<file path="src/rtl/core/mavb_tap_cell.sv">
// One cell of a sample delay line: holds one sample and passes it on.
// Depends on nothing.
module mavb_tap_cell #(
    parameter int WIDTH = 32
) (
    input  logic             aclk,
    input  logic             en,
    input  logic [WIDTH-1:0] d,
    output logic [WIDTH-1:0] q
);

    logic [WIDTH-1:0] q_reg;

    always_ff @(posedge aclk) begin
        if (en) begin
            q_reg <= d;
        end
    end

    assign q = q_reg;

endmodule

</file>
<file path="config.mk">
export PLATFORM = sky130hd
export DESIGN_NAME = mavb_tap_cell
export DESIGN_NICKNAME = d
export VERILOG_FILES = /design/src/rtl/core/mavb_tap_cell.sv
export SDC_FILE = /design/constraint.sdc
export NUM_CORES = 1
export LEC_CHECK = 0
export BUFFER_PORTS_ARGS = -buffer_cell sky130_fd_sc_hd__buf_2
export CAP_MARGIN = 10
export CORE_ASPECT_RATIO = 1.1
export CORE_UTILIZATION = 42
export CTS_CLUSTER_SIZE = 28
export DETAILED_ROUTE_END_ITERATION = 7
export PLACE_DENSITY = 0.93
export SYNTH_ARGS = -nofsm -noshare
export SYNTH_HDL_FRONTEND = slang
export SYNTH_SLANG_ARGS = --single-unit
</file>
<file path="constraint.sdc">
create_clock -name aclk -period 1.3 [get_ports aclk]
set_clock_uncertainty 0.15 [all_clocks]
set_input_delay 0.13 -clock aclk [delete_from_list [all_inputs] [get_ports aclk]]
set_output_delay 0.13 -clock aclk [all_outputs]
set_load 0.1 [all_outputs]
</file>
==> metrics.txt, run 1 <==
unique cell type count in the Yosys netlist 1; Die W approximately 48 um; warnings from Yosys 0; Synth Cell Area ~960 um^2; placed cells between 100 and 150; post-place setup slack ~0.40 ns; Placer Congestion 0.546; Syn Nets 66; Tool Error [ERROR DPL-0038] Utilization greater than 100%, impossible to legalize; Stop stage clock tree synthesis (4_1_cts); CTS max path bufs 2; status stopped before the end; Ports between 60 and 70; port buffer count 65; synthesized area per cell roughly 30 um^2; setup bufs post-CTS 0; chip height approximately 52 um; post-synthesis sequential area ratio 100%; cts hold-fix bufs 32; clock tree sinks 32; row cnt 17; Initial Utilization between 40% and 50%; Clock Tree Root clkbuf_4; Synth Instances 32; post-CTS resize count 0; H-tree levels 2; CTS buffer count 5; Seq cells post-synth 32
==> metrics by stage <==
step	utilization [%]	instance area (um^2)
floorplan	-	961
global placement	87.4	1820
detailed placement	87.4	1820
==> Yosys cell counts <==
| cell | count | area share [%] |
|---|---|---|
| edfxtp_1 | 32 | 100 |
==> cell families after synthesis <==
group | after synthesis | synth area share (%)
flip-flops | 32 | 100
==> run 2: changes to the inputs <==
- CORE_AREA: default -> 2 2 63 65
- CORE_ASPECT_RATIO: 1.1 -> default
- CORE_UTILIZATION: 42 -> default
- CTS_CLUSTER_SIZE: 28 -> default
- DIE_AREA: default -> 0 0 65 67
- PLACE_DENSITY: 0.93 -> default
- PLACE_DENSITY_LB_ADDON: default -> 0.15
==> metrics.txt, run 2 <==
vias in the first global route 768; FF+latch area between 900 and 1000 um^2; most frequent cells in the layout buf_2 (33), dlygate4sd3_1 (32), buf_12 (32), edfxtp_1 (32), clkbuf_8 (5); area leader, netlist edfxtp_1; count of multi-input gates 0; endpoint class of the critical path output pin; Max Cap Viol 0; fin. max-slew vios 0; DRT iter0 DRCs 19; Placer Congestion just over 0.6; Die Footprint around 4400 um^2; Tcrit/Tclk final between 90% and 100%; setup bufs post-CTS 0; cts hold-fix bufs 32; commonest non-fill, non-tap cell in the layout buf_2; CTS tree yes; vias per inst 3.74; IR drop worst, VDD 0.000740 V; multi-input logic area 0 um^2; unrepaired setup endpoints after global routing no; Routed WL per cell 11.9 um; filler cell count between 200 and 300; delay-heaviest family, CP flip-flops; crit path cell chain buf_12; initial antenna violation count 0; row cnt 22; arrival time at the worst endpoint 0.89 ns; final count of hold timing violations 0; largest net degree at the start of global routing 21; layout net count ~170; synthesized area per cell around 30 um^2; Pre-antenna DRT Iters 4; prevailing post-synth register cell edfxtp_1; Synth Instances 32; Syn Nets between 60 and 70; worst-path fanout max 1; utilization after layout a little over three fifths; max reg flops 32; Worst Path Buf+Inv 1; CP Launch Type flip-flop; number of synthesized flops with an enable pin 32; core area around 3600 um^2; WS Path Type reg2out; chip height around 67 um; Async S/R FF share, synth 0%; Area after DPL between 1500 and 2000 um^2; port buffer count 65; post-route ant nets 0; power per standard cell area about 1400 nW/um^2; Total Routing Usage GR 11.0%; H-tree levels 2; Post-DP HPWL approximately 1500 um; Slew @ Worst Pin 0.245 ns; unique cell type count in the Yosys netlist 1; Leak ~0.00094 uW; CP max-delay cell edfxtp_1; top post-synthesis cells by count edfxtp_1 (32); most numerous cell in the Yosys netlist edfxtp_1; warnings from Yosys 0; WP data required 1.02 ns; Vias 700; synth top area cells edfxtp_1 (100%); diode count 0; post-synthesis sequential area ratio 100%; Synth Cell Area just under 1000 um^2; final setup vio count 0; Setup TNS 0 ns; first-pass GRT wire length about 3400 um; Seq cells post-synth 32; clk slew on worst S/H paths roughly 0.06 ns; Layout area overhead 136%; CTS max path bufs 2; Layout Cell Area excl Fill 2270 um^2; clock tree sinks 32; layout cell share with drive strength beyond 1 ~53%; Final Critical Period 1.17 ns; HP Class in2reg; post-CTS resize count 0; slew margin rel. 83.7%; post-synth top area share 100%; fmax 854 MHz; Die W ~65 um; CTS buffer count 5; Post-route DRC 0; Ports 66; final wirelength 2230 um; Clock Tree Root clkbuf_8; grt ovf 0; status completed; CP max stage delay between 0.4 and 0.5 ns; Initial Utilization approximately a quarter
==> run 2: cell counts after synthesis <==
No cell type changed its count.
==> run 2: cell type report <==
class,instances,share of cell area [%]
Timing Repair Buffer,99,50.3
Sequential cell,32,42.4
Clock buffer,5,3.03
Clock inverter,3,1.65
Tap cell,48,2.65
==> run 2: worst paths after layout <==
path                  start    end  cells after the start
worst max-delay path  q[17]  q[17]                      1
worst min-delay path     en  q[24]                      2
==> run 2: stage by stage <==
step / hold slack [ns] / total power, uW / cells / setup WS (ns)
final: 0.141 / 3230 / 187 / 0.130
after global placement: 0.156 / 2280 / 147 / 0.355
after CTS: 0.135 / 3260 / 187 / 0.117
after floorplan: 0.0789 / 1860 / 32 / 0.116
after detailed placement: 0.158 / 2290 / 147 / 0.339
after global routing: 0.160 / 3320 / 187 / 0.0923
==> run 2: kinds of logic after synthesis <==
group  Yosys count  share of synthesized area [%]
DFF             32                            100
==> run 2: metal layers <==
metal,up-vias,routed length (um),track usage (%)
li1,339,-,-
met1,312,773,10.8
met2,45,1200,18.8
met3,4,215,5.57
met4,0,48,6.12
met5,-,0,0
==> run 2: report_power, final <==
part	leakage, uW	internal (uW)	switching, uW	total (uW)
clock	0.0000532	557	330	887
sequential	0.000313	1230	63.4	1300
combinational	0.000574	392	653	1050
No activity file was read; power rests on OpenSTA's default activity.
