$ cat src/rtl/core/mavb_pkg.sv
// Shared types and constants for the moving average bank.
// Used by all rtl/core modules but mavb_tap_cell; no dependencies of its own.
package mavb_pkg;

    localparam int unsigned PRICE_WINDOWS  = 8;
    localparam int unsigned VOLUME_WINDOWS = 3;
    localparam int unsigned PRICE_DEPTH    = 200;
    localparam int unsigned VOLUME_DEPTH   = 60;
    localparam int unsigned COUNT_W        = 8;
    localparam int unsigned AVG_W          = 32;
    localparam int unsigned FIELD_W        = 32;

    localparam logic [COUNT_W-1:0] COUNT_CAP = 8'd201;

    localparam int unsigned PRICE_LEN [PRICE_WINDOWS] = '{10, 20, 30, 50, 60, 100, 120, 200};
    localparam int unsigned VOLUME_LEN [VOLUME_WINDOWS] = '{10, 20, 60};

    typedef struct packed {
        logic [FIELD_W-1:0] close_price;
        logic [FIELD_W-1:0] bar_volume;
        logic               series_start;
    } mavb_in_t;

    typedef struct packed {
        logic [AVG_W-1:0] price_avg_10;
        logic [AVG_W-1:0] price_avg_20;
        logic [AVG_W-1:0] price_avg_30;
        logic [AVG_W-1:0] price_avg_50;
        logic [AVG_W-1:0] price_avg_60;
        logic [AVG_W-1:0] price_avg_100;
        logic [AVG_W-1:0] price_avg_120;
        logic [AVG_W-1:0] price_avg_200;
        logic [AVG_W-1:0] volume_avg_10;
        logic [AVG_W-1:0] volume_avg_20;
        logic [AVG_W-1:0] volume_avg_60;
        logic [10:0]      ready_mask;
    } mavb_out_t;

    // Window update control: transfer strobe and bars of the series before this one
    typedef struct packed {
        logic               take;
        logic [COUNT_W-1:0] prior;
    } mavb_ctrl_t;

    // Load enables of the divider stages
    typedef struct packed {
        logic ld1;
        logic ld2;
        logic ld3;
    } mavb_pipe_en_t;

endpackage

$ cat src/rtl/core/mavb_const_div.sv
// Three-stage divide of a window sum by its constant length.
// Reciprocal multiply cut into four partial products; uses mavb_pkg.
module mavb_const_div #(
    parameter int SAMPLE_WIDTH = 32,
    parameter int WINDOW       = 10
) (
    input  logic                                   aclk,
    input  mavb_pkg::mavb_pipe_en_t                en,
    input  logic [SAMPLE_WIDTH+$clog2(WINDOW)-1:0] sum,
    input  logic                                   full,
    output logic [mavb_pkg::AVG_W-1:0]             avg,
    output logic                                   full_out
);

    localparam int N = SAMPLE_WIDTH + $clog2(WINDOW);
    localparam int L = $clog2(WINDOW);
    localparam int S = N + L;
    localparam int P = 2 * N + 1;
    localparam int H = (N + 2) / 2;

    // ceil(2^S / WINDOW) is exact for every dividend below 2^N
    localparam logic [S:0] ONE_S  = {1'b1, {S{1'b0}}};
    localparam logic [S:0] M_FULL = (ONE_S + (S+1)'(WINDOW - 1)) / (S+1)'(WINDOW);
    localparam logic [N:0] M      = M_FULL[N:0];

    logic [2*H-1:0]       p_ll_reg;
    logic [N:0]           p_lh_reg;
    logic [N-1:0]         p_hl_reg;
    logic [2*N-2*H:0]     p_hh_reg;
    logic                 full1_reg;
    logic [P-1:0]         lo_reg;
    logic [P-1:0]         hi_reg;
    logic                 full2_reg;
    logic [P-1:0]         prod;
    logic [SAMPLE_WIDTH+mavb_pkg::AVG_W-1:0] q_ext;
    logic [mavb_pkg::AVG_W-1:0] avg_reg;
    logic [mavb_pkg::AVG_W-1:0] avg_next;
    logic                 full3_reg;

    assign prod     = lo_reg + (hi_reg << H);
    assign q_ext    = {{mavb_pkg::AVG_W{1'b0}}, prod[S+SAMPLE_WIDTH-1:S]};
    assign avg_next = full2_reg ? q_ext[mavb_pkg::AVG_W-1:0] : '0;

    always_ff @(posedge aclk) begin
        if (en.ld1) begin
            p_ll_reg  <= sum[H-1:0] * M[H-1:0];
            p_lh_reg  <= sum[H-1:0] * M[N:H];
            p_hl_reg  <= sum[N-1:H] * M[H-1:0];
            p_hh_reg  <= sum[N-1:H] * M[N:H];
            full1_reg <= full;
        end
        if (en.ld2) begin
            lo_reg    <= P'(p_ll_reg) + (P'(p_lh_reg) << H);
            hi_reg    <= P'(p_hl_reg) + (P'(p_hh_reg) << H);
            full2_reg <= full1_reg;
        end
        if (en.ld3) begin
            avg_reg   <= avg_next;
            full3_reg <= full2_reg;
        end
    end

    assign avg      = avg_reg;
    assign full_out = full3_reg;

endmodule
$ cat config.mk
export PLATFORM = sky130hd
export DESIGN_NAME = mavb_const_div
export DESIGN_NICKNAME = d
export VERILOG_FILES = /design/src/rtl/core/mavb_pkg.sv /design/src/rtl/core/mavb_const_div.sv
export SDC_FILE = /design/constraint.sdc
export NUM_CORES = 1
export LEC_CHECK = 0
export BUFFER_PORTS_ARGS = -buffer_cell sky130_fd_sc_hd__buf_2
export CAP_MARGIN = 20
export CORE_MARGIN = 3
export CORE_UTILIZATION = 40
export DETAILED_ROUTE_END_ITERATION = 10
export GPL_ROUTABILITY_DRIVEN = 0
export GPL_TIMING_DRIVEN = 0
export HOLD_SLACK_MARGIN = 0.06
export PLACE_DENSITY = 0.56
export SKIP_LAST_GASP = 1
export SYNTH_ARGS = -nofsm -noshare
export SYNTH_HDL_FRONTEND = slang
export SYNTH_SLANG_ARGS = --single-unit
$ cat constraint.sdc
create_clock -name aclk -period 11.55 [get_ports aclk]
set_input_delay 1.7325 -clock aclk [delete_from_list [all_inputs] [get_ports aclk]]
set_output_delay 1.7325 -clock aclk [all_outputs]
set_load 0.02 [all_outputs]
==> metrics.md <==
| Metric | Value |
|---|---|
| Status | completed |
| PortBufs | 73 |
| Slowest-stage cell, CP | a2111oi_2 |
| DRC | 0 |
| Crit path DAT | around 8.4 ns |
| Asr flop ratio synth | 0% |
| Cell variety after synth | between 60 and 70 |
| Worst-path clk slew | around 0.060 ns |
| Critical path, cell by cell | buf_2, ha_1, xor2_1, ha_1, fa_1, inv_1, fa_1, inv_1, fa_1, inv_1, fa_1, inv_1, ha_1, a21o_1, a2111oi_2, a211oi_1, a2111oi_2, o21ai_0, xor2_1 |
| Commonest non-fill, non-tap cell in the layout | inv_1 |
| Setup_tns | 0 ns |
| Vias in the first global route | between 15000 and 20000 |
| Clk_lat worst skew | around 0.55 ns |
| Die height | 271 µm |
| CTS tree | yes |
| Router iterations before antenna repair | 5 |
| Rel. slew slack | 37.7% |
| ANT cells | 0 |
| Placed cells | 3628 |
| Cell chosen for the clock root | clkbuf_16 |
| Initial antenna violation count | 0 |
| CTS max path bufs | 3 |
| Post-CTS Setup Bufs | 0 |
| Dpl hpwl | approximately 56000 µm |
| Synth Register Bits | between 200 and 250 |
| Most frequent cells in the layout | 588 x inv_1, 471 x ha_1, 304 x fa_1 |
| Reg-to-reg setup timing slack | ~7.7 ns |
| Wire per inst | about 18 µm |
| CP top delay family | adder cells |
| Site Rows | 96 |
| Max-slew violation count | 0 |
| CP Max Fanout | 7 |
| Layout area overhead | 8.74% |
| Via density per instance | a little over 5 |
| Die W | around 270 µm |
| Fin nets | between 3000 and 4000 |
| Setup ws final | approximately 3.4 ns |
| Yosys top cell area share | about a quarter |
| I/O pins | 74 |
| Largest net degree at the start of global routing | 70 |
| Tmin final | around 8.1 ns |
| Starting Density | roughly 40% |
| Max Cap Viol | 0 |
| Share of cells above drive strength 1 | around 5.2% |
| Fin cells | 3677 |
| Net Count, Synth | roughly 3400 |
| Top cells by area, synth | edfxtp_1 26%, fa_1 22%, ha_1 21% |
| DR vias | between 15000 and 20000 |
| Grt ovf | 0 |
| CP Data Required Time | 11.82 ns |
| Critical path class | input port to register |
| Netlist Area Pre-Place | approximately 28000 µm² |
| Final Hold Fails | 0 |
| Post-synthesis sequential area ratio | 26.1% |
| CP Capture Type | register |
| RSZ-0062 raised after global routing | no |
| Fmax | between 100 and 150 MHz |
| EDFF count, synth | 244 |
| Hold buffer count at cts | 0 |
| Setup crit start kind | input port |
| Core area | about 69000 µm² |
| Total die area | about 73000 µm² |
| # clock sinks | ~240 |
| Buffer and inverter count on the worst path | 5 |
| Worst Hold Class | register to register |
| Most area-hungry cell type in the Yosys netlist | edfxtp_1 |
| Resized cells post-CTS | 0 |
| Post-Place Worst Slack | around 2.9 ns |
| Max incr delay on CP | 0.84 ns |
| Final ANT Viol Nets | 0 |
| Avg Synthesized Cell Area | approximately 11 µm² |
| Period utilization | a little over two thirds |
| H-tree depth | 1 |
| WL final | ~65000 µm |
| Worst Tran Pin Value | between 0.9 and 1 ns |
| Synth warnings | 0 |
| Global-route wire length before repair | 104000 µm |
| Final core utilization | 44.2% |
| Total Routing Usage GR | between 10% and 20% |
| Setup violations, final | 0 |
| Cts bufs inserted | 27 |
| Cells after Synth | approximately 2600 |
| Initial DRC count | approximately 890 |
| Largest register FFs | between 50 and 60 |
| Clock Skew | around 0.03 ns |
| Main synth FF type | edfxtp_1 |
==> logic make-up (layout without fill, tap and decap cells) <==
logic type      after synthesis  in the layout  synth area share (%)
compound gates              400            400                  9.70
fa+ha+maj                   777            777                  42.8
mux                           1              1                0.0357
buf+inv                     608            732                  8.14
flops                       244            244                  26.1
xor+xnor                    199            199                  6.21
simple gates                393            393                  7.06
==> per-stage QoR <==
stage          hold slack, ns  cell area (µm²)
6_report                0.415            30500
3_5_place_dp            0.406            29700
4_1_cts                 0.416            30500
3_3_place_gp            0.402            29600
5_1_grt                 0.421            30500
2_1_floorplan           0.400            28100
==> worst reg2reg max path, stage by stage (launching register included) <==
cell	delay [ns]
edfxtp_1	0.37
ha_1	0.32
a211oi_1	0.23
o21ai_0	0.12
o21ai_0	0.69
a21oi_1	0.22
o311ai_0	0.75
a21oi_1	0.30
a41oi_1	0.33
xnor2_1	0.13
and2_1	0.17
==> worst paths after layout <==
path | start | end | depth (start not counted)
hold / removal | p_hl_reg[5]$_DFFE_PP_ | hi_reg[5]$_DFFE_PP_ | 0
hold reg to reg | p_hl_reg[5]$_DFFE_PP_ | hi_reg[5]$_DFFE_PP_ | 0
setup reg to reg | lo_reg[24]$_DFFE_PP_ | avg[7]$_SDFFCE_PN0P_ | 10
setup / recovery | sum[2] | p_ll_reg[27]$_DFFE_PP_ | 19
==> routing by layer <==
metal / wire [µm] / global-route usage [%] / part of all wire (%) / up-vias
met1: 31000 / 25.4 / 48 / 9204
met2: 29700 / 29.2 / 46 / 335
met3: 2900 / 2.27 / 4.5 / 57
met5: 0 / 0 / 0 / -
met4: 987 / 2.85 / 1.5 / 0
li1: - / - / - / 9005
==> final cells by class <==
class,count,area [µm²]
multi-input cells,1770,18500
inverters,588,2210
plain buffers,20,77.6
repair buffers,75,429
fillers,6536,38500
clock inverters,17,164
clock buffers,32,694
flip-flops and latches,244,7330
well taps,931,1160
==> cells in the mapped netlist, types with 24 or more instances <==
cell type  instances
a21o_1            46
fa_1             304
nand3_1           54
and2_1            27
and3_1            25
nand2_1           80
xor2_1            73
a21oi_1          118
a211oi_1          24
ha_1             471
inv_1            588
edfxtp_1         244
nor3_1            28
xnor2_1          126
o21ai_0           62
nor2_1            80
Power is not shown: default switching activity piles up to over one toggle a cycle in this logic, so the estimate is an artifact.
