### src/rtl/core/mavb_pkg.sv
// Shared types and constants for the moving average bank.
// Used by all rtl/core modules but mavb_tap_cell; no dependencies of its own.
package mavb_pkg;

    localparam int unsigned PRICE_WINDOWS  = 8;
    localparam int unsigned VOLUME_WINDOWS = 3;
    localparam int unsigned PRICE_DEPTH    = 200;
    localparam int unsigned VOLUME_DEPTH   = 60;
    localparam int unsigned COUNT_W        = 8;
    localparam int unsigned AVG_W          = 32;
    localparam int unsigned FIELD_W        = 32;

    localparam logic [COUNT_W-1:0] COUNT_CAP = 8'd201;

    localparam int unsigned PRICE_LEN [PRICE_WINDOWS] = '{10, 20, 30, 50, 60, 100, 120, 200};
    localparam int unsigned VOLUME_LEN [VOLUME_WINDOWS] = '{10, 20, 60};

    typedef struct packed {
        logic [FIELD_W-1:0] close_price;
        logic [FIELD_W-1:0] bar_volume;
        logic               series_start;
    } mavb_in_t;

    typedef struct packed {
        logic [AVG_W-1:0] price_avg_10;
        logic [AVG_W-1:0] price_avg_20;
        logic [AVG_W-1:0] price_avg_30;
        logic [AVG_W-1:0] price_avg_50;
        logic [AVG_W-1:0] price_avg_60;
        logic [AVG_W-1:0] price_avg_100;
        logic [AVG_W-1:0] price_avg_120;
        logic [AVG_W-1:0] price_avg_200;
        logic [AVG_W-1:0] volume_avg_10;
        logic [AVG_W-1:0] volume_avg_20;
        logic [AVG_W-1:0] volume_avg_60;
        logic [10:0]      ready_mask;
    } mavb_out_t;

    // Window update control: transfer strobe and bars of the series before this one
    typedef struct packed {
        logic               take;
        logic [COUNT_W-1:0] prior;
    } mavb_ctrl_t;

    // Load enables of the divider stages
    typedef struct packed {
        logic ld1;
        logic ld2;
        logic ld3;
    } mavb_pipe_en_t;

endpackage

### src/rtl/core/mavb_window.sv
// Running sum of one moving window, updated once per transfer.
// Uses mavb_pkg.
module mavb_window #(
    parameter int SAMPLE_WIDTH = 32,
    parameter int WINDOW       = 10
) (
    input  logic                                        aclk,
    input  mavb_pkg::mavb_ctrl_t                        ctrl,
    input  logic [SAMPLE_WIDTH-1:0]                     sample,
    input  logic [SAMPLE_WIDTH-1:0]                     tap,
    output logic [SAMPLE_WIDTH+$clog2(WINDOW)-1:0]      sum,
    output logic                                        full
);

    localparam int N = SAMPLE_WIDTH + $clog2(WINDOW);
    localparam logic [mavb_pkg::COUNT_W-1:0] WIN    = mavb_pkg::COUNT_W'(WINDOW);
    localparam logic [mavb_pkg::COUNT_W-1:0] WIN_M1 = mavb_pkg::COUNT_W'(WINDOW - 1);

    logic [N-1:0] sum_reg;
    logic [N-1:0] sum_next;
    logic         full_reg;
    logic [N-1:0] base;
    logic [N-1:0] leaving;

    // A new series (or the first bar after reset) restarts the sum.
    assign base     = (ctrl.prior == '0) ? '0 : sum_reg;
    assign leaving  = (ctrl.prior >= WIN) ? N'(tap) : '0;
    assign sum_next = base + N'(sample) - leaving;

    always_ff @(posedge aclk) begin
        if (ctrl.take) begin
            sum_reg  <= sum_next;
            full_reg <= (ctrl.prior >= WIN_M1);
        end
    end

    assign sum  = sum_reg;
    assign full = full_reg;

endmodule

### config.mk
export PLATFORM = sky130hd
export DESIGN_NAME = mavb_window
export DESIGN_NICKNAME = d
export VERILOG_FILES = /design/src/rtl/core/mavb_pkg.sv /design/src/rtl/core/mavb_window.sv
export SDC_FILE = /design/constraint.sdc
export NUM_CORES = 1
export LEC_CHECK = 0
export ABC_AREA = 1
export BUFFER_PORTS_ARGS = -buffer_cell sky130_fd_sc_hd__buf_2
export CAP_MARGIN = 5
export CELL_PAD_IN_SITES_DETAIL_PLACEMENT = 0
export CELL_PAD_IN_SITES_GLOBAL_PLACEMENT = 1
export CORE_MARGIN = 4
export CORE_UTILIZATION = 39
export CTS_CLUSTER_SIZE = 12
export DETAILED_ROUTE_END_ITERATION = 10
export PLACE_DENSITY = 0.86
export SLEW_MARGIN = 20
export SYNTH_ARGS = -nofsm -noshare
export SYNTH_HDL_FRONTEND = slang
export SYNTH_SLANG_ARGS = --single-unit
### constraint.sdc
create_clock -name aclk -period 4.2 [get_ports aclk]
set_clock_uncertainty 0.05 [all_clocks]
set_input_delay 0.42 -clock aclk [delete_from_list [all_inputs] [get_ports aclk]]
set_output_delay 0.42 -clock aclk [all_outputs]
set_load 0.05 [all_outputs]
==> impl_metrics.py, run 1 <==
metrics = {
    "clock_tree": {
        "cts_tree": "yes",
        "clock_tree.root_cell": "clkbuf_16",
        "clk_pin_slew_ps": 70,
        "clkSinkCount": 37,
        "cts_buffers": 5,
        "cts_resized": 0,
        "ctsHoldBuffers": 0,
        "htreeDepth": 2,
        "post_cts_buffers": 0,
        "clockBufferDepth": 2,
        "insertion_delay_ps": 290,
    },
    "synthesis": {
        "synth-xor-area-share_pct": 3.12,
        "synth_area_per_cell_um2": 6.40,
        "synth_area_um2": 5060,
        "synthSimpleGateAreaFrac_pct": 29.7,
        "synth_area_leader_cell": "edfxtp_1",
        "ys_seq_area_share_pct": 22.0,
        "synth.area.top_cells": "edfxtp_1 (22%), nand2_1 (17%), inv_1 (17%)",
        "ys_types": 25,
        "synth_nets": 932,
        "synth_top_area_share_pct": 22.0,
        "synth_compound_area_share_pct": 6.23,
        "yosys_warnings": 0,
        "netlist_instances": 790,
        "synth_fa_ha_area_share_pct": 21.6,
        "synth_top_family_by_area": "simple AND/OR/NAND/NOR gates",
        "ys_ff_latch": 37,
        "synthMuxAreaShare_pct": 0,
    },
    "floorplanning": {
        "die_w_um": 122,
        "die_area_um2": 14900,
        "die_height_um": 122,
        "ios": 111,
        "core-area_um2": 12700,
        "row_count": 41,
        "start_util_pct": 39.9,
    },
    "detailed_routing": {
        "drt_iter0_drc": 196,
        "vias": 4783,
        "ant_nets": 0,
        "via_per_inst": 4.44,
        "wl_per_cell_um": 12.0,
        "wl_um": 12900,
        "drc": 0,
        "drt_pre_antenna_iters": 4,
    },
    "cells_and_area": {
        "largest_register_ffs": 36,
        "syn_to_final_growth_pct": 18.4,
        "nets": 1046,
        "insertedDiodeCount": 0,
        "drive_above_1_share_pct": 14.6,
        "nFillCells": 1411,
    },
    "worst_setup_path": {
        "critPathMaxStageDelay_ps": 510,
        "cp_num_buf_inv": 3,
        "crit_fanout": 32,
        "cp.required_ps": 4200,
        "cp_cell_sequence": "buf_2, nor2_1, nand2_1, nor2_2, buf_4, nor2_1, fa_1, inv_1, fa_1, nand3_1, nand3_2, nand2_1, nand2_1, nand3_1, nand2_1, nand2_1, nand2_1, nand2_1, nand2_1",
        "cp-end-kind": "register",
        "cp_common_cell": "nand2_1",
        "cp_slowest_cell": "fa_1",
        "path_delay_family": "simple AND/OR/NAND/NOR gates",
        "cp-start-kind": "primary input",
        "critPathKind": "in -> reg",
        "cp.arrival_ps": 3360,
    },
    "placement": {
        "globalplace.congestion": 0.920,
        "place_hpwl_um": 10900,
        "numPortBuffers": 110,
    },
    "sta": {
        "whs_ps": 364,
        "rsz0062_at_grt": "false",
        "drv_slew": 0,
        "finalHoldViolations": 0,
        "worst_pin_slew_ps": 952,
        "layout_min_cycle_time_ps": 3360,
        "relSlewSlack_pct": 36.5,
        "setup_viol": 0,
        "max_freq_mhz": 298,
        "final.setup.tns_ps": 0,
        "period_share_pct": 80.0,
    },
    "global_routing": {
        "antenna_found_initial": 0,
        "grt-ovfl-total": 0,
        "grt_pass1_vias": 4572,
        "grt_pass1_wl_um": 21400,
        "grt_use_met2_pct": 28.3,
        "top_usage_layer": "met2",
        "grtUsageMet3_pct": 2.46,
        "grtUsageTotal_pct": 17.8,
        "grt_max_degree": 38,
        "grtUsageMet1_pct": 26.2,
    },
    "outcome": {
        "status": "finished, final reports clean",
    },
    "flow_run": {
        "cap_violations": 0,
    },
    "hold_path": {
        "min_path_type": "in -> reg",
    },
}
-- layout by cell type (no fill, tap or decap), drive strengths merged --
| cell | count |
|---|---|
| clkinv | 2 |
| nand3 | 29 |
| nor3 | 11 |
| xor2 | 17 |
| a31oi | 1 |
| buf | 113 |
| clkbuf | 6 |
| xnor2 | 1 |
| nand4 | 3 |
| inv | 227 |
| and2 | 1 |
| o31ai | 1 |
| a21oi | 34 |
| ha | 36 |
| fa | 32 |
| edfxtp | 37 |
| o21ai | 18 |
| nor2 | 91 |
| o21a | 1 |
| o21bai | 4 |
| bufinv | 1 |
| nand2 | 239 |
-- path summary, 6_finish.rpt --
kind / slack, ps / endpoint / startpoint / cells past startpoint
setup / recovery: 840 / sum[30] / ctrl[4] / 19
hold reg to reg: 750 / sum[35] / sum[35] / 5
hold / removal: 360 / full / ctrl[7] / 3
setup reg to reg: 1430 / sum[30] / sum[1] / 14
-- worst register-to-register path, delay by kind of cell, from the launching register on --
family,cells,cell delay [ps]
fa+ha+maj,2,980
buf+inv,1,70
flops,1,360
simple gates,11,1070
-- routing by layer --
| layer | vias up | part of all wire (%) |
|---|---|---|
| met1 | 2111 | 50 |
| met5 | - | 0 |
| met3 | 9 | 5.2 |
| met4 | 0 | 1.1 |
| met2 | 101 | 44 |
| li1 | 2562 | - |
-- metrics by stage --
| step | worst slack, ps | instance area (µm²) | std cells | utilization [%] |
|---|---|---|---|---|
| floorplan | 1040 | 5060 | 790 | - |
| global placement | 502 | 5830 | 1069 | 46.0 |
| CTS | 779 | 5990 | 1077 | 47.3 |
| finish | 839 | 5990 | 1077 | 47.3 |
| global route | 500 | 5990 | 1077 | 47.3 |
| detailed placement | 492 | 5830 | 1069 | 46.0 |
-- cell usage after synthesis (all sizes together) --
master	n
nand2	239
inv	227
nor2	91
edfxtp	37
ha	36
a21oi	34
fa	32
nand3	29
o21ai	18
xor2	17
nor3	11
clkbuf	5
o21bai	4
nand4	3
a31oi	1
and2	1
buf	1
clkinv	1
o21a	1
o31ai	1
xnor2	1
-- cell families (layout without fill, tap and decap cells) --
logic type,Yosys count,after routing
flip-flops,37,37
AND/OR/NAND/NOR,374,374
buffers and inverters,234,349
AO/OA/AOI/OAI,59,59
XOR/XNOR,18,18
adder cells (fa/ha/maj),68,68
-- final cells by class --
| class | count | area, µm² | share of cell area [%] |
|---|---|---|---|
| Clock buffer | 6 | 129 | 2.15 |
| Clock inverter | 2 | 33.8 | 0.564 |
| Inverter | 228 | 856 | 14.3 |
| Multi-Input combinational cell | 519 | 3070 | 51.3 |
| Sequential cell | 37 | 1110 | 18.6 |
| Tap cell | 172 | 215 | 3.59 |
| Timing Repair Buffer | 113 | 573 | 9.57 |
Power of run 1 is left out: the tool's default activity adds up to more than one toggle a clock period on the data nets, which glitch-free logic cannot reach.
==> run 2, diff against run 1 <==
- clock period: 4.2 -> 3.2 ns (I/O delays scaled with it)
==> run 2 against run 1 <==
Critical path depth stayed put. Flip-flop and latch count stayed put. Clock-buffer cell count is 1 lower. First-iteration DRC count rose by 22%. Utilization increased by 4.9 points. Die area did not move. Worst hold slack got worse by 92 ps. Critical path type unchanged.
==> impl_metrics.py, run 2 (synthesis gave the netlist of run 1 again) <==
metrics = {
    "outcome": {
        "status": "finished, final reports clean",
    },
    "worst_setup_path": {
        "cp-end-kind": "register",
        "crit_fanout": 8,
        "cp_slowest_cell": "fa_1",
        "cp.arrival_ps": 3040,
        "r2r_start": "sum[8]",
        "cp.required_ps": 3180,
        "critPathMaxStageDelay_ps": 510,
        "reg2reg_depth": 14,
        "cp-start-kind": "primary input",
        "r2r_setup_slack_ps": 560,
        "critPathKind": "in -> reg",
        "cp_common_cell": "nand2_1",
        "cp_cell_sequence": "buf_2, o21a_1, nor2_4, buf_12, buf_12, nor2_1, fa_1, inv_1, ha_1, nand2_2, inv_1, a21oi_1, nand3_2, nand2_1, nand2_2, nand2_2, nand2_1, nand2_1, nand2_1",
        "regToRegEndpoint": "sum[33]",
    },
    "clock_tree": {
        "clk_pin_slew_ps": 60,
        "cts_tree": "yes",
        "cts_buffers": 5,
        "clockBufferDepth": 2,
        "clkSinkCount": 37,
        "ctsHoldBuffers": 0,
        "insertion_delay_ps": 290,
        "clock_tree.root_cell": "clkbuf_16",
        "htreeDepth": 2,
    },
    "sta": {
        "worst_slack_ps": 145,
        "whs_ps": 272,
        "finalHoldViolations": 0,
        "layout_min_cycle_time_ps": 3050,
        "relSlewSlack_pct": 34.1,
        "drv_slew": 0,
        "worst_pin_slew_ps": 989,
        "setup_viol": 0,
        "max_freq_mhz": 327,
        "period_share_pct": 95.5,
    },
    "hold_path": {
        "min_path_type": "in -> reg",
        "min_path_cells": 3,
        "whs_endpoint": "full",
        "hold_start": "ctrl[5]",
    },
    "cells_and_area": {
        "syn_to_final_growth_pct": 30.7,
        "largest_register_ffs": 36,
        "drive_above_1_share_pct": 22.6,
        "nets": 1116,
        "final_cell_mix": "inv_1 (227), nand2_1 (227), buf_2 (110), nor2_1 (86), buf_4 (67)",
        "insertedDiodeCount": 0,
        "layoutNonFillerInstCount": 1147,
    },
    "floorplanning": {
        "row_count": 41,
        "start_util_pct": 39.9,
        "die_height_um": 122,
        "ios": 111,
        "die_w_um": 122,
        "core-area_um2": 12700,
        "die_area_um2": 14900,
    },
    "detailed_routing": {
        "ant_nets": 0,
        "drc": 0,
        "drt_pre_antenna_iters": 5,
        "drt_iter0_drc": 240,
        "via_per_inst": 4.42,
        "wl_per_cell_um": 12.3,
        "vias": 5075,
        "wl_um": 14100,
    },
    "global_routing": {
        "grt_max_degree": 38,
        "grt_pass1_vias": 4844,
        "grt_pass1_wl_um": 22200,
        "grt-ovfl-total": 0,
        "grtUsageTotal_pct": 18.6,
        "antenna_found_initial": 0,
    },
    "placement": {
        "dp_slack_ps": -192,
        "numPortBuffers": 110,
        "dp.cells": 1133,
        "place_hpwl_um": 11300,
        "globalplace.congestion": 0.896,
    },
    "flow_run": {
        "cap_violations": 0,
    },
}
==> run 2: changes by cell type in the layout (fill, tap and decap cells not counted), moves of 3 or more <==
cell,delta
nand2_1,-7
a21oi_1,-6
nor2_1,-3
nand2_2,+7
buf_4,+64
a21oi_2,+6
==> run 2: worst max path at each step <==
stage | start | end | slack, ps | depth (start not counted)
3_3_place_gp | ctrl[6] | sum[33] | -150 | 19
3_5_place_dp | ctrl[4] | sum[33] | -190 | 19
6_report | ctrl[2] | sum[33] | 150 | 19
5_1_grt | ctrl[4] | sum[32] | -30 | 19
2_1_floorplan | ctrl[4] | sum[34] | 140 | 18
4_1_cts | ctrl[4] | sum[33] | 100 | 19
==> run 2: area by class of cell <==
| class | count | area, µm² |
|---|---|---|
| timing repair buffer | 183 | 1170 |
| clock buffer | 5 | 125 |
| multi-input combinational | 519 | 3120 |
| fill | 1318 | 6060 |
| clock inverter | 3 | 17.5 |
| inverter | 228 | 856 |
| tap | 172 | 215 |
| sequential | 37 | 1110 |
==> run 2: critical path: cells and delay by family <==
family	cells	cell delay (ps)
AO/OA/AOI/OAI	2	390
adder cells (fa/ha/maj)	2	860
buffers and inverters	5	470
AND/OR/NAND/NOR	10	980
==> run 2: per-stage QoR <==
stage | instance area [µm²] | utilization, % | TNS (ps)
after CTS | 6460 | 51.0 | 0
after detailed placement | 6320 | 49.9 | -1760
final | 6610 | 52.2 | 0
after global routing | 6610 | 52.2 | -143
after floorplan | 5060 | - | 0
after global placement | 6320 | 49.9 | -1320
==> run 2: routing by layer <==
layer	GRT usage (%)	vias to the layer above	wire length (µm)
li1	-	2700	-
met1	26.2	2227	6760
met2	30.0	128	6170
met3	2.55	20	875
met4	5.04	0	308
met5	0	-	0
==> run 2: timing repair <==
action | 4_1_cts | 5_1_grt
resized for setup | 0 | 20
setup buffers | 0 | 3
setup endpoints to repair | 0 | 16
Power of run 2 is left out for the same reason.
==> run 3, diff against run 2 <==
- RECOVER_POWER: not set -> 100
==> run 3 against run 2 <==
Worst hold slack barely moved. Register-to-register slack worse by 20 ps. Worst setup slack improved by 15 ps. Global-route usage unchanged. Critical path depth is 1 lower. The flow now finishes with violations (max-capacitance violations, max-slew violations). Sequential share of layout area up 0.12 points. Wire length is the same. Die area stayed put. Cell count unchanged. Utilization decreased by 0.39 points. Via count increased by 0.47%.
==> impl_metrics.py, run 3 (synthesis gave the netlist of run 1 again) <==
metrics = {
    "outcome": {
        "status": "complete, but fails checks",
        "violations": "max-capacitance violations, max-slew violations",
    },
    "placement": {
        "dp.cells": 1133,
        "dp_slack_ps": -192,
        "place_hpwl_um": 11300,
        "dpl-instance-area_um2": 6320,
        "globalplace.congestion": 0.896,
        "numPortBuffers": 110,
    },
    "floorplanning": {
        "die_height_um": 122,
        "start_util_pct": 39.9,
        "row_count": 41,
        "core-area_um2": 12700,
        "ios": 111,
        "die_area_um2": 14900,
        "die_w_um": 122,
    },
    "sta": {
        "period_share_pct": 95.0,
        "worst_pin_slew_ps": 2400,
        "finalHoldViolations": 0,
        "max_freq_mhz": 329,
        "worst_slack_ps": 160,
        "setup_viol": 0,
        "layout_min_cycle_time_ps": 3040,
        "relSlewSlack_pct": -59.9,
        "drv_slew": 38,
    },
    "flow_run": {
        "cap_violations": 1,
    },
    "worst_setup_path": {
        "r2r_start": "sum[29]",
        "cp-start-kind": "primary input",
        "regToRegEndpoint": "sum[31]",
        "critPathKind": "in -> reg",
        "cp.required_ps": 3190,
        "cp.arrival_ps": 3030,
        "crit_fanout": 7,
        "reg2reg_depth": 11,
        "r2r_setup_slack_ps": 540,
        "cp-end-kind": "register",
    },
    "global_routing": {
        "grt-ovfl-total": 0,
        "antenna_found_initial": 0,
        "grtUsageTotal_pct": 18.6,
        "grt_pass1_wl_um": 22200,
        "grt_max_degree": 38,
        "grt_pass1_vias": 4844,
    },
    "clock_tree": {
        "cts_tree": "yes",
        "insertion_delay_ps": 290,
        "clkSinkCount": 37,
        "cts_buffers": 5,
        "clockBufferDepth": 2,
        "clk_pin_slew_ps": 60,
        "clock_tree.root_cell": "clkbuf_16",
        "htreeDepth": 2,
    },
    "hold_path": {
        "min_path_type": "in -> reg",
        "hold_start": "ctrl[5]",
        "whs_endpoint": "full",
        "min_path_cells": 3,
    },
    "cells_and_area": {
        "nFillCells": 1334,
        "syn_to_final_growth_pct": 29.8,
        "insertedDiodeCount": 0,
        "drive_above_1_share_pct": 18.6,
        "layoutNonFillerInstCount": 1147,
        "nets": 1116,
        "final_cell_mix": "inv_1 (227), nand2_1 (227), nor2_1 (86), buf_2 (71), buf_4 (67)",
        "stdcell_area_um2": 6570,
        "largest_register_ffs": 36,
    },
    "detailed_routing": {
        "wl_um": 14100,
        "drt_pre_antenna_iters": 5,
        "drt_iter0_drc": 221,
        "via_per_inst": 4.45,
        "vias": 5099,
        "ant_nets": 0,
        "wl_per_cell_um": 12.3,
        "drc": 0,
    },
}
run 3: cell types whose count changed in the layout (fill, tap and decap cells not counted), sizes merged:
| cell | delta |
|---|---|
| clkbuf | +39 |
| buf | -39 |
run 3: final cells by class:
cell class | count | area [µm²] | area share (%)
multi-input cells | 519 | 3120 | 47.6
inverters | 228 | 856 | 13.0
flip-flops and latches | 37 | 1110 | 16.9
clock buffers | 5 | 125 | 1.91
clock inverters | 3 | 17.5 | 0.267
well taps | 172 | 215 | 3.28
repair buffers | 183 | 1120 | 17.0
run 3: worst max-delay path: stages:
cell       delay (ps)
clkbuf_1          100
o21a_1            220
nor2_4            130
buf_12            140
clkbuf_16         160
nor2_1             60
fa_1              500
inv_1              40
ha_1              350
nand2_1           110
inv_1              60
nand2_1           100
nor2_1            180
nand4_1           170
nand3_2           160
nand2_1           100
nand3_1            70
nand2_1            50
run 3: layer usage:
metal	share of wire (%)	global-route usage [%]	wire [µm]
met1	48	26.2	6740
met2	44	30.0	6190
met3	6.2	2.55	873
met4	2.2	5.04	308
met5	0	0	0
run 3: how the worst max path moves through the flow:
stage / start / endpoint / slack, ps / depth (start not counted)
3_3_place_gp: ctrl[6] / sum[33] / -150 / 19
6_report: ctrl[2] / sum[27] / 160 / 18
4_1_cts: ctrl[4] / sum[33] / 100 / 19
2_1_floorplan: ctrl[4] / sum[34] / 140 / 18
5_1_grt: ctrl[4] / sum[32] / -30 / 19
3_5_place_dp: ctrl[4] / sum[33] / -190 / 19
run 3: per-stage QoR:
step	setup TNS, ps	hold WS (ps)	util, %
CTS	0	263	51.0
global route	-143	283	51.8
detailed placement	-1760	565	49.9
floorplan	0	382	-
global placement	-1320	562	49.9
finish	0	272	51.8
run 3: repair_timing:
item	CTS	global route
setup buffers	0	3
endpoints found under the hold margin	0	0
resized for setup	0	20
hold buffers	0	0
setup endpoints to repair	0	16
Power of run 3 is left out for the same reason.
